`config.mk`:
```
export PLATFORM = sky130hd
export DESIGN_NAME = bitmap_to_packed_index_list
export DESIGN_NICKNAME = d
export VERILOG_FILES = /design/src/hw/rtl/bpil_pkg.sv /design/src/hw/rtl/bpil_lsb_find.sv /design/src/hw/rtl/bitmap_to_packed_index_list.sv
export SDC_FILE = /design/constraint.sdc
export NUM_CORES = 1
export LEC_CHECK = 0
export BUFFER_PORTS_ARGS = -buffer_cell sky130_fd_sc_hd__buf_2
export CAP_MARGIN = 0
export CORE_MARGIN = 2
export CORE_UTILIZATION = 50
export CTS_CLUSTER_DIAMETER = 30
export CTS_CLUSTER_SIZE = 16
export DETAILED_ROUTE_END_ITERATION = 10
export PLACE_DENSITY_LB_ADDON = 0.05
export SYNTH_ARGS = -nofsm -noshare
export SYNTH_HDL_FRONTEND = slang
export SYNTH_SLANG_ARGS = --single-unit
```
`constraint.sdc`:
```
create_clock -name aclk -period 4.4 [get_ports aclk]
set_input_delay 1.32 -clock aclk [delete_from_list [all_inputs] [get_ports aclk]]
set_output_delay 1.32 -clock aclk [all_outputs]
set_load 0.03 [all_outputs]
```
`src/hw/rtl/bpil_pkg.sv`:
```
`timescale 1ns / 1ps

package bpil_pkg;

    localparam int BITMAP_WORD_BITS_DEF = 32;
    localparam int INDEX_BITS_DEF       = 16;
    localparam int VECTOR_BITS_DEF      = 65536;

    localparam int IN_BITS    = 32;
    localparam int POS_BITS   = 11;
    localparam int POS_SPAN   = 1 << POS_BITS;
    localparam int HALF_BITS  = 16;
    localparam int PACK_BITS  = 2 * HALF_BITS;
    localparam int NUM_BITS   = 15;
    localparam int LSB_W      = $clog2(IN_BITS);
    localparam int S_TDATA_W  = ((IN_BITS + POS_BITS + 7) / 8) * 8;
    localparam int M_TDATA_W  = ((PACK_BITS + NUM_BITS + 7) / 8) * 8;

    typedef struct packed {
        logic             found;
        logic [LSB_W-1:0] pos;
        logic [IN_BITS-1:0] rest;
        logic             rest_empty;
    } lsb_t;

endpackage

```
`src/hw/rtl/bpil_lsb_find.sv`:
```
`timescale 1ns / 1ps

module bpil_lsb_find (
    input  logic [bpil_pkg::IN_BITS-1:0] bits,
    output bpil_pkg::lsb_t               lsb
);

    logic [bpil_pkg::IN_BITS-1:0] cleared;

    always_comb begin
        lsb.pos = '0;
        for (int i = bpil_pkg::IN_BITS - 1; i >= 0; i--) begin
            if (bits[i]) begin
                lsb.pos = bpil_pkg::LSB_W'(i);
            end
        end
        // drop the lowest set bit
        cleared        = bits & (bits - bpil_pkg::IN_BITS'(1));
        lsb.found      = (bits != '0);
        lsb.rest       = cleared;
        lsb.rest_empty = (cleared == '0);
    end

endmodule

```
`src/hw/rtl/bitmap_to_packed_index_list.sv`:
```
`timescale 1ns / 1ps
// output: the pair completed by a usable set bit of a bitmap word is registered in the
//   step that consumes that bit; a flush or end marker in the step that finds the word empty
// throughput: a new bitmap word is accepted only once every usable set bit of the previous
//   one is consumed; the single lowest-set-bit finder sets this, consuming one bit a cycle
//   while the output register is empty or being read
// reset (aresetn low, synchronous) clears the pending index, the word count and all valids

module bitmap_to_packed_index_list #(
    parameter int BITMAP_WORD_BITS = bpil_pkg::BITMAP_WORD_BITS_DEF,
    parameter int INDEX_BITS       = bpil_pkg::INDEX_BITS_DEF,
    parameter int VECTOR_BITS      = bpil_pkg::VECTOR_BITS_DEF
) (
    input  logic                             aclk,
    input  logic                             aresetn,
    input  logic                             s_tvalid,
    output logic                             s_tready,
    input  logic [bpil_pkg::S_TDATA_W-1:0]   s_tdata,  // bitmap_bits, word_position
    input  logic                             s_tlast,
    output logic                             m_tvalid,
    input  logic                             m_tready,
    output logic [bpil_pkg::M_TDATA_W-1:0]   m_tdata,  // packed_word, word_number
    output logic                             m_tuser,  // word_valid
    output logic                             m_tlast
);

    localparam int BASE_RAW = $clog2(bpil_pkg::POS_SPAN * BITMAP_WORD_BITS);
    localparam int BASE_W   = (BASE_RAW > INDEX_BITS) ? BASE_RAW : INDEX_BITS;
    localparam int CMP_W    = (BASE_W > 17) ? BASE_W : 17;

    logic                            busy_reg, busy_next;
    logic [bpil_pkg::IN_BITS-1:0]    bits_reg, bits_next;
    logic [BASE_W-1:0]               base_reg, base_next;
    logic                            last_reg, last_next;
    logic                            any_reg, any_next;
    logic                            half_reg, half_next;
    logic [INDEX_BITS-1:0]           pend_reg, pend_next;
    logic [bpil_pkg::NUM_BITS-1:0]   cnt_reg, cnt_next;
    logic                            ovalid_reg, ovalid_next;
    logic [bpil_pkg::PACK_BITS-1:0]  opack_reg, opack_next;
    logic [bpil_pkg::NUM_BITS-1:0]   onum_reg, onum_next;
    logic                            ouser_reg, ouser_next;
    logic                            olast_reg, olast_next;

    bpil_pkg::lsb_t                  lsb;
    logic [bpil_pkg::POS_BITS-1:0]   pos_in;
    logic [BASE_W-1:0]               base_in;
    logic [CMP_W-1:0]                cmp_base;
    logic [CMP_W-1:0]                avail;
    logic [bpil_pkg::IN_BITS-1:0]    keep;
    logic [BASE_W-1:0]               idx_full;
    logic [INDEX_BITS-1:0]           idx;
    logic                            step;
    logic                            emit;

    bpil_lsb_find u_lsb (
        .bits (bits_reg),
        .lsb  (lsb)
    );

    assign s_tready = !busy_reg;
    assign pos_in   = s_tdata[bpil_pkg::IN_BITS +: bpil_pkg::POS_BITS];
    assign base_in  = BASE_W'(pos_in) * BASE_W'(BITMAP_WORD_BITS);
    assign cmp_base = CMP_W'(base_in);
    assign avail    = (cmp_base >= CMP_W'(VECTOR_BITS)) ? '0 : CMP_W'(VECTOR_BITS) - cmp_base;

    always_comb begin
        for (int i = 0; i < bpil_pkg::IN_BITS; i++) begin
            keep[i] = (CMP_W'(i) < avail) && (i < BITMAP_WORD_BITS);
        end
    end

    assign idx_full = base_reg + BASE_W'(lsb.pos);
    assign idx      = idx_full[INDEX_BITS-1:0];
    assign step     = busy_reg && (!ovalid_reg || m_tready);

    always_comb begin
        busy_next   = busy_reg;
        bits_next   = bits_reg;
        base_next   = base_reg;
        last_next   = last_reg;
        any_next    = any_reg;
        half_next   = half_reg;
        pend_next   = pend_reg;
        cnt_next    = cnt_reg;
        opack_next  = opack_reg;
        onum_next   = onum_reg;
        ouser_next  = ouser_reg;
        olast_next  = olast_reg;
        emit        = 1'b0;

        if (s_tvalid && s_tready) begin
            busy_next = 1'b1;
            bits_next = s_tdata[bpil_pkg::IN_BITS-1:0] & keep;
            base_next = base_in;
            last_next = s_tlast;
            any_next  = 1'b0;
        end else if (step) begin
            if (lsb.found) begin
                bits_next = lsb.rest;
                if (half_reg) begin
                    emit       = 1'b1;
                    opack_next = {bpil_pkg::HALF_BITS'(idx), bpil_pkg::HALF_BITS'(pend_reg)};
                    onum_next  = cnt_reg;
                    ouser_next = 1'b1;
                    olast_next = last_reg && lsb.rest_empty;
                    cnt_next   = cnt_reg + bpil_pkg::NUM_BITS'(1);
                    half_next  = 1'b0;
                    any_next   = 1'b1;
                end else begin
                    pend_next = idx;
                    half_next = 1'b1;
                end
            end else begin
                // word exhausted: flush or end marker on the final word
                busy_next = 1'b0;
                if (last_reg) begin
                    if (half_reg) begin
                        emit       = 1'b1;
                        opack_next = bpil_pkg::PACK_BITS'(pend_reg);
                        onum_next  = cnt_reg;
                        ouser_next = 1'b1;
                        olast_next = 1'b1;
                    end else if (!any_reg) begin
                        emit       = 1'b1;
                        opack_next = '0;
                        onum_next  = cnt_reg;
                        ouser_next = 1'b0;
                        olast_next = 1'b1;
                    end
                    half_next = 1'b0;
                    pend_next = '0;
                    cnt_next  = '0;
                end
            end
        end

        if (emit) begin
            ovalid_next = 1'b1;
        end else if (m_tready) begin
            ovalid_next = 1'b0;
        end else begin
            ovalid_next = ovalid_reg;
        end
    end

    always_ff @(posedge aclk) begin
        if (!aresetn) begin
            busy_reg   <= 1'b0;
            last_reg   <= 1'b0;
            any_reg    <= 1'b0;
            half_reg   <= 1'b0;
            pend_reg   <= '0;
            cnt_reg    <= '0;
            ovalid_reg <= 1'b0;
        end else begin
            busy_reg   <= busy_next;
            last_reg   <= last_next;
            any_reg    <= any_next;
            half_reg   <= half_next;
            pend_reg   <= pend_next;
            cnt_reg    <= cnt_next;
            ovalid_reg <= ovalid_next;
        end
    end

    always_ff @(posedge aclk) begin
        bits_reg  <= bits_next;
        base_reg  <= base_next;
        opack_reg <= opack_next;
        onum_reg  <= onum_next;
        ouser_reg <= ouser_next;
        olast_reg <= olast_next;
    end

    assign m_tvalid = ovalid_reg;
    assign m_tdata  = bpil_pkg::M_TDATA_W'({onum_reg, opack_reg});
    assign m_tuser  = ouser_reg;
    assign m_tlast  = olast_reg;

`ifndef SYNTHESIS
    a_marker_form: assert property (@(posedge aclk) disable iff (!aresetn)
        m_tvalid && !m_tuser |-> m_tlast && (m_tdata[bpil_pkg::PACK_BITS-1:0] == '0))
        else $error("end marker word malformed");

    a_list_restart: assert property (@(posedge aclk) disable iff (!aresetn)
        $fell(busy_reg) && last_reg |-> (cnt_reg == '0) && !half_reg)
        else $error("list state not cleared after final word");

    a_no_pending_idle: assert property (@(posedge aclk) disable iff (!aresetn)
        !busy_reg && last_reg |-> !half_reg)
        else $error("pending index left after final word");
`endif

endmodule
```
---- After elaboration in Yosys (flattened, before gate mapping) ----
Cells that the tools add are included.
word-level totals
  register bits ........................... 128
  input bits .............................. 53
  output and inout port bits .............. 52
operators by class
  add/subtract/negate cells ............... 4
  magnitude comparators ................... 33
  eq/ne operators ......................... 4
  multiplexer cells ....................... 77
  bitwise gates (word level) .............. 4
  reduce and logical (&&, ||, !) cells .... 20
operators with widths
  cell                    count
  $lt 5x17->1 const A     16
  $mux 32                 8
  $mux 5                  32
  $lt 4x17->1 const A     8
  $mux 15                 8
  $lt 3x17->1 const A     4
  $and 32x32->32          2
  $mux 16                 3
  $lt 1x17->1 const A     2
  $lt 2x17->1 const A     2
  $logic_not 32->1        1
  $reduce_bool 32->1      1
  $sub 32x1->32 const B   1
  $mux 1                  25
  $ge 16x17->1 const B    1
  $mux 17                 1
  $sub 17x16->17 const A  1
  $add 16x5->16           1
  $add 15x1->15 const B   1
  $reduce_and 4->1        2
  $reduce_bool 2->1       4
  $reduce_and 3->1        2
  $reduce_and 5->1        1
  $ne 2x1->1 const B      2
  other kinds (7)         13

---- Logic depth before layout (Yosys ltp) ----
  word-level depth ........................ 35
  depth in mapped cells ................... 10
  depth with buffers taken out ............ 7

---- Modules after synthesis ----
From an unflattened synthesis, not the netlist that was laid out.
unflattened totals
  cells, all modules ...................... 562
  area total of the unflattened synthesis .. 5901.9 um2
modules (own cells, without submodules)
  module                       instances  cells each  area an instance (um2)  seq. area each (um2)
  bitmap_to_packed_index_list  1          409         4919.7                  3483.3
  bpil_lsb_find                1          153         982.2                   0.0

---- Least setup slack after synthesis ----
Ideal clock, no wire load.
  kind .................................... input to register
  start ................................... in m_tready
  end ..................................... reg bits_reg[0] (netlist bit) (enable)
  data arrival time ....................... 3.940 ns
  required time ........................... 3.934 ns
  setup slack ............................. -0.006 ns
  stages on the path ...................... 3
  cells stage by stage .................... nand2b_1 -> nand2_1 -> o21ai_0
between the ends
  word-level cells in the longest chain between the ends .. 4
RTL lines
  what                         RTL line                            source
  start: declaration           bitmap_to_packed_index_list.sv:21   input logic m_tready,
  $logic_or 1x1->1             bitmap_to_packed_index_list.sv:75   assign step = busy_reg && (!ovalid_reg || m_tready);
  $logic_and 1x1->1            bitmap_to_packed_index_list.sv:75
  $reduce_bool 2->1 (no line)  n/a
  $reduce_and 2->1 (no line)   n/a
  end signal: assignment       bitmap_to_packed_index_list.sv:168  bits_reg <= bits_next;
  end: declaration             bitmap_to_packed_index_list.sv:32   logic [bpil_pkg::IN_BITS-1:0] bits_reg, bits_next;
No other way between the ends.
A chain may end at the register's enable or synchronous reset.

---- Worst setup path in the final report ----
  start ................................... reg bits_reg[12] (netlist bit)
  end ..................................... reg onum_reg[14] (netlist bit) (enable)
between the ends
  word-level cells in the longest chain between the ends .. 3
  elaborated cells on any way between the ends .. 4
RTL lines
  what                                                       RTL line                            source
  $reduce_bool 32->1 (*)                                     bpil_lsb_find.sv:19                 lsb.found = (bits != '0);
  $ne 2x2->1 (no line) or $reduce_bool 2->1 (tied branches)  n/a
  $reduce_and 5->1 (no line) (*)                             n/a
  end signal: assignment                                     bitmap_to_packed_index_list.sv:171  onum_reg <= onum_next;
  end: declaration                                           bitmap_to_packed_index_list.sv:41   logic [bpil_pkg::NUM_BITS-1:0] onum_reg, onum_next;
Every way passes the cells marked *; elsewhere a longest branch is shown, timed or not.

==> results.tsv <==
metric	value	unit
gp_congestion	0.880	
hold_buffers	0	
fin_crit	3.29	ns
numPortBuffers	98	
area_growth	21.8	%
start_util	0.507	
synthDistinctLibCells	61	
power.switching	818	uW
syn_avg_cell_area	10.9	sq um
drive_gt1_frac	0.246	
die_area	12400	sq um
rr_worst_depth	6	
min_from	pend_reg[15]$_SDFFE_PN0P_	
wl	12.5	mm
synth-seq-cells	128	
synth-edff-count	92	
intPower	2430	uW
cp_max_fo	26	
power_per_cell_area	464	nW/um^2
drc	0	
synth_flop_cell	edfxtp_1	
clkTransAtPathRegs	0.06	ns
clk_latency	0.41	ns
synthTopCellsByCount	92 x edfxtp_1, 90 x nand2_1, 42 x nor2_1	
finClkSkew	0.0111	ns
yosys_warnings	0	
min_to	pend_reg[15]$_SDFFE_PN0P_	
antenna_found_initial	0	
dp_hpwl	8.60	mm
r2r-end	onum_reg[14]$_DFFE_PP_	
power_frac_seq	0.452	
synthCells	529	
diodes	0	
fp.dieH	111	um
vias	4280	
leakage	0.00260	uW
maxCapViolations	0	
setup.worst_path.start_class	flip-flop	
detail_route.wl_per_cell	15.9	um
grt_pass1_vias	4148	
slew_headroom	0.208	
max_freq	304	MHz
critPathCaptureType	flip-flop	
synth_top_area_share	0.481	
drt_iter0_drc	247	
crit_type	flip-flop to flip-flop	
drt_first_pass_iters	5	
ant_nets	0	
finalCritPeriodShare	0.748	
cts_tree	built	
final_nets	682	
drv_slew	0	
setup_violations	0	
row_count	39	
rrSetupSlack	1.11	ns
grt_pass1_wl	20.9	mm
yosysSeqAreaShare	0.607	
grt_max_degree	36	
ir_drop	219	uV
clock_sinks	128	
r2r-start	bits_reg[12]$_DFFE_PP_	
cts_resized	0	
hold_viol	0	
grt_overflow	0	
cts_made_buffers	17	
io_pins	105	
vias_per_cell	5.46	
status	complete, no violations	
final.setup.tns	0	ns
coreArea	11300	sq um
synth_area_leaders	edfxtp_1 48%, dfxtp_1 13%, nand2_1 5.9%	
critPathArrivalTime	3.42	ns
synth_top_cell_by_area	edfxtp_1	
syn_nets	583	
required	4.53	ns
cts-root-buf	clkbuf_16	
min_path_cells	2	
htree_num_levels	4	
combPwrFrac	0.094	
clk_path_buf_depth	2	
die_w	111	um
clkPwrFrac	0.455	
worst_slew_pin_slew	1.16	ns
post_cts_buffers	0	
hold_path.class	flip-flop to flip-flop	
total_power	3250	uW
track_usage	0.213	
yosysMostFrequentCell	edfxtp_1	
synthesis.area	5740	sq um
switching_share	0.252	
rsz0062_at_grt	no	
synthArstFlopShare	0	
crit_start	bits_reg[12]$_DFFE_PP_	
-- per-stage QoR --
step | hold WS, ns | utilization | instances | area [sq um] | worst slack (ns)
2_1_floorplan | 0.406 | - | 529 | 5740 | 0.0476
3_3_place_gp | 0.437 | 0.562 | 752 | 6360 | 1.20
3_5_place_dp | 0.443 | 0.562 | 752 | 6360 | 1.13
4_1_cts | 0.450 | 0.617 | 784 | 6990 | 1.10
5_1_grt | 0.474 | 0.617 | 784 | 6990 | 0.912
6_report | 0.447 | 0.617 | 784 | 6990 | 1.11
-- worst max-delay path by stage --
stage / endpoint / slack [ns]
floorplan: m_tlast$_SDFFCE_PP1P_ / 0.05
global placement: onum_reg[7]$_DFFE_PP_ / 1.20
detailed placement: onum_reg[12]$_DFFE_PP_ / 1.13
CTS: onum_reg[14]$_DFFE_PP_ / 1.10
global route: onum_reg[14]$_DFFE_PP_ / 0.91
finish: onum_reg[14]$_DFFE_PP_ / 1.11
-- cells in the final DEF (no fill, tap or decap), types with 3 or more instances in the layout --
cell / count
dfxtp_1: 36
o21ai_1: 8
nand2_1: 90
nand4_1: 3
o21ai_0: 27
inv_1: 12
inv_6: 4
nor4_1: 8
nor2_1: 41
nor3_1: 8
o31ai_1: 7
nand2b_1: 3
edfxtp_1: 92
xor2_1: 6
bufinv_16: 3
clkbuf_16: 17
nor2b_1: 18
buf_4: 8
o41ai_1: 3
nand3_1: 20
a21boi_1: 13
clkinvlp_4: 3
or3_1: 5
a22o_1: 3
maj3_1: 4
a21oi_1: 17
nor3_2: 6
and3_1: 6
xnor2_1: 8
and2_1: 17
buf_2: 98
-- power groups by stage --
stage	Sequential (uW)	Combinational, uW	Clock [uW]
CTS	1470	306	1490
global route	1480	341	1550
finish	1470	304	1480
global placement	1490	299	0
detailed placement	1490	304	0
floorplan	1490	196	0
-- layer usage --
metal,vias to the layer above,track usage,part of all wire
li1,2113,-,-
met1,2004,0.267,0.42
met2,135,0.354,0.50
met3,28,0.0459,0.047
met4,0,0.0988,0.024
met5,-,0,0
-- cell families (layout without fill, tap and decap cells) --
logic type,count (synthesis),after routing,share of synthesized area
compound gates,101,101,0.116
mux,1,1,0.00174
buf+inv,39,151,0.0294
other cells,1,1,0.000653
simple gates,240,240,0.214
xor+xnor,14,14,0.0214
fa+ha+maj,5,5,0.00915
flops,128,128,0.607
-- critical path, stage by stage, from the launching register on --
cell and delay, ns:
edfxtp_1 0.52, nor4_1 0.51, nand4_2 0.45, or3_1 0.74
o21ai_1 0.45, nor2_4 0.08, buf_4 0.25
-- final cells by class --
| cell class | count | area (sq um) |
|---|---|---|
| repair buffers | 106 | 551 |
| inverters | 13 | 48.8 |
| well taps | 143 | 179 |
| multi-input cells | 362 | 2100 |
| fillers | 973 | 4330 |
| clock buffers | 19 | 453 |
| clock inverters | 13 | 176 |
| flip-flops and latches | 128 | 3480 |
(Power assumes the default switching activity.)
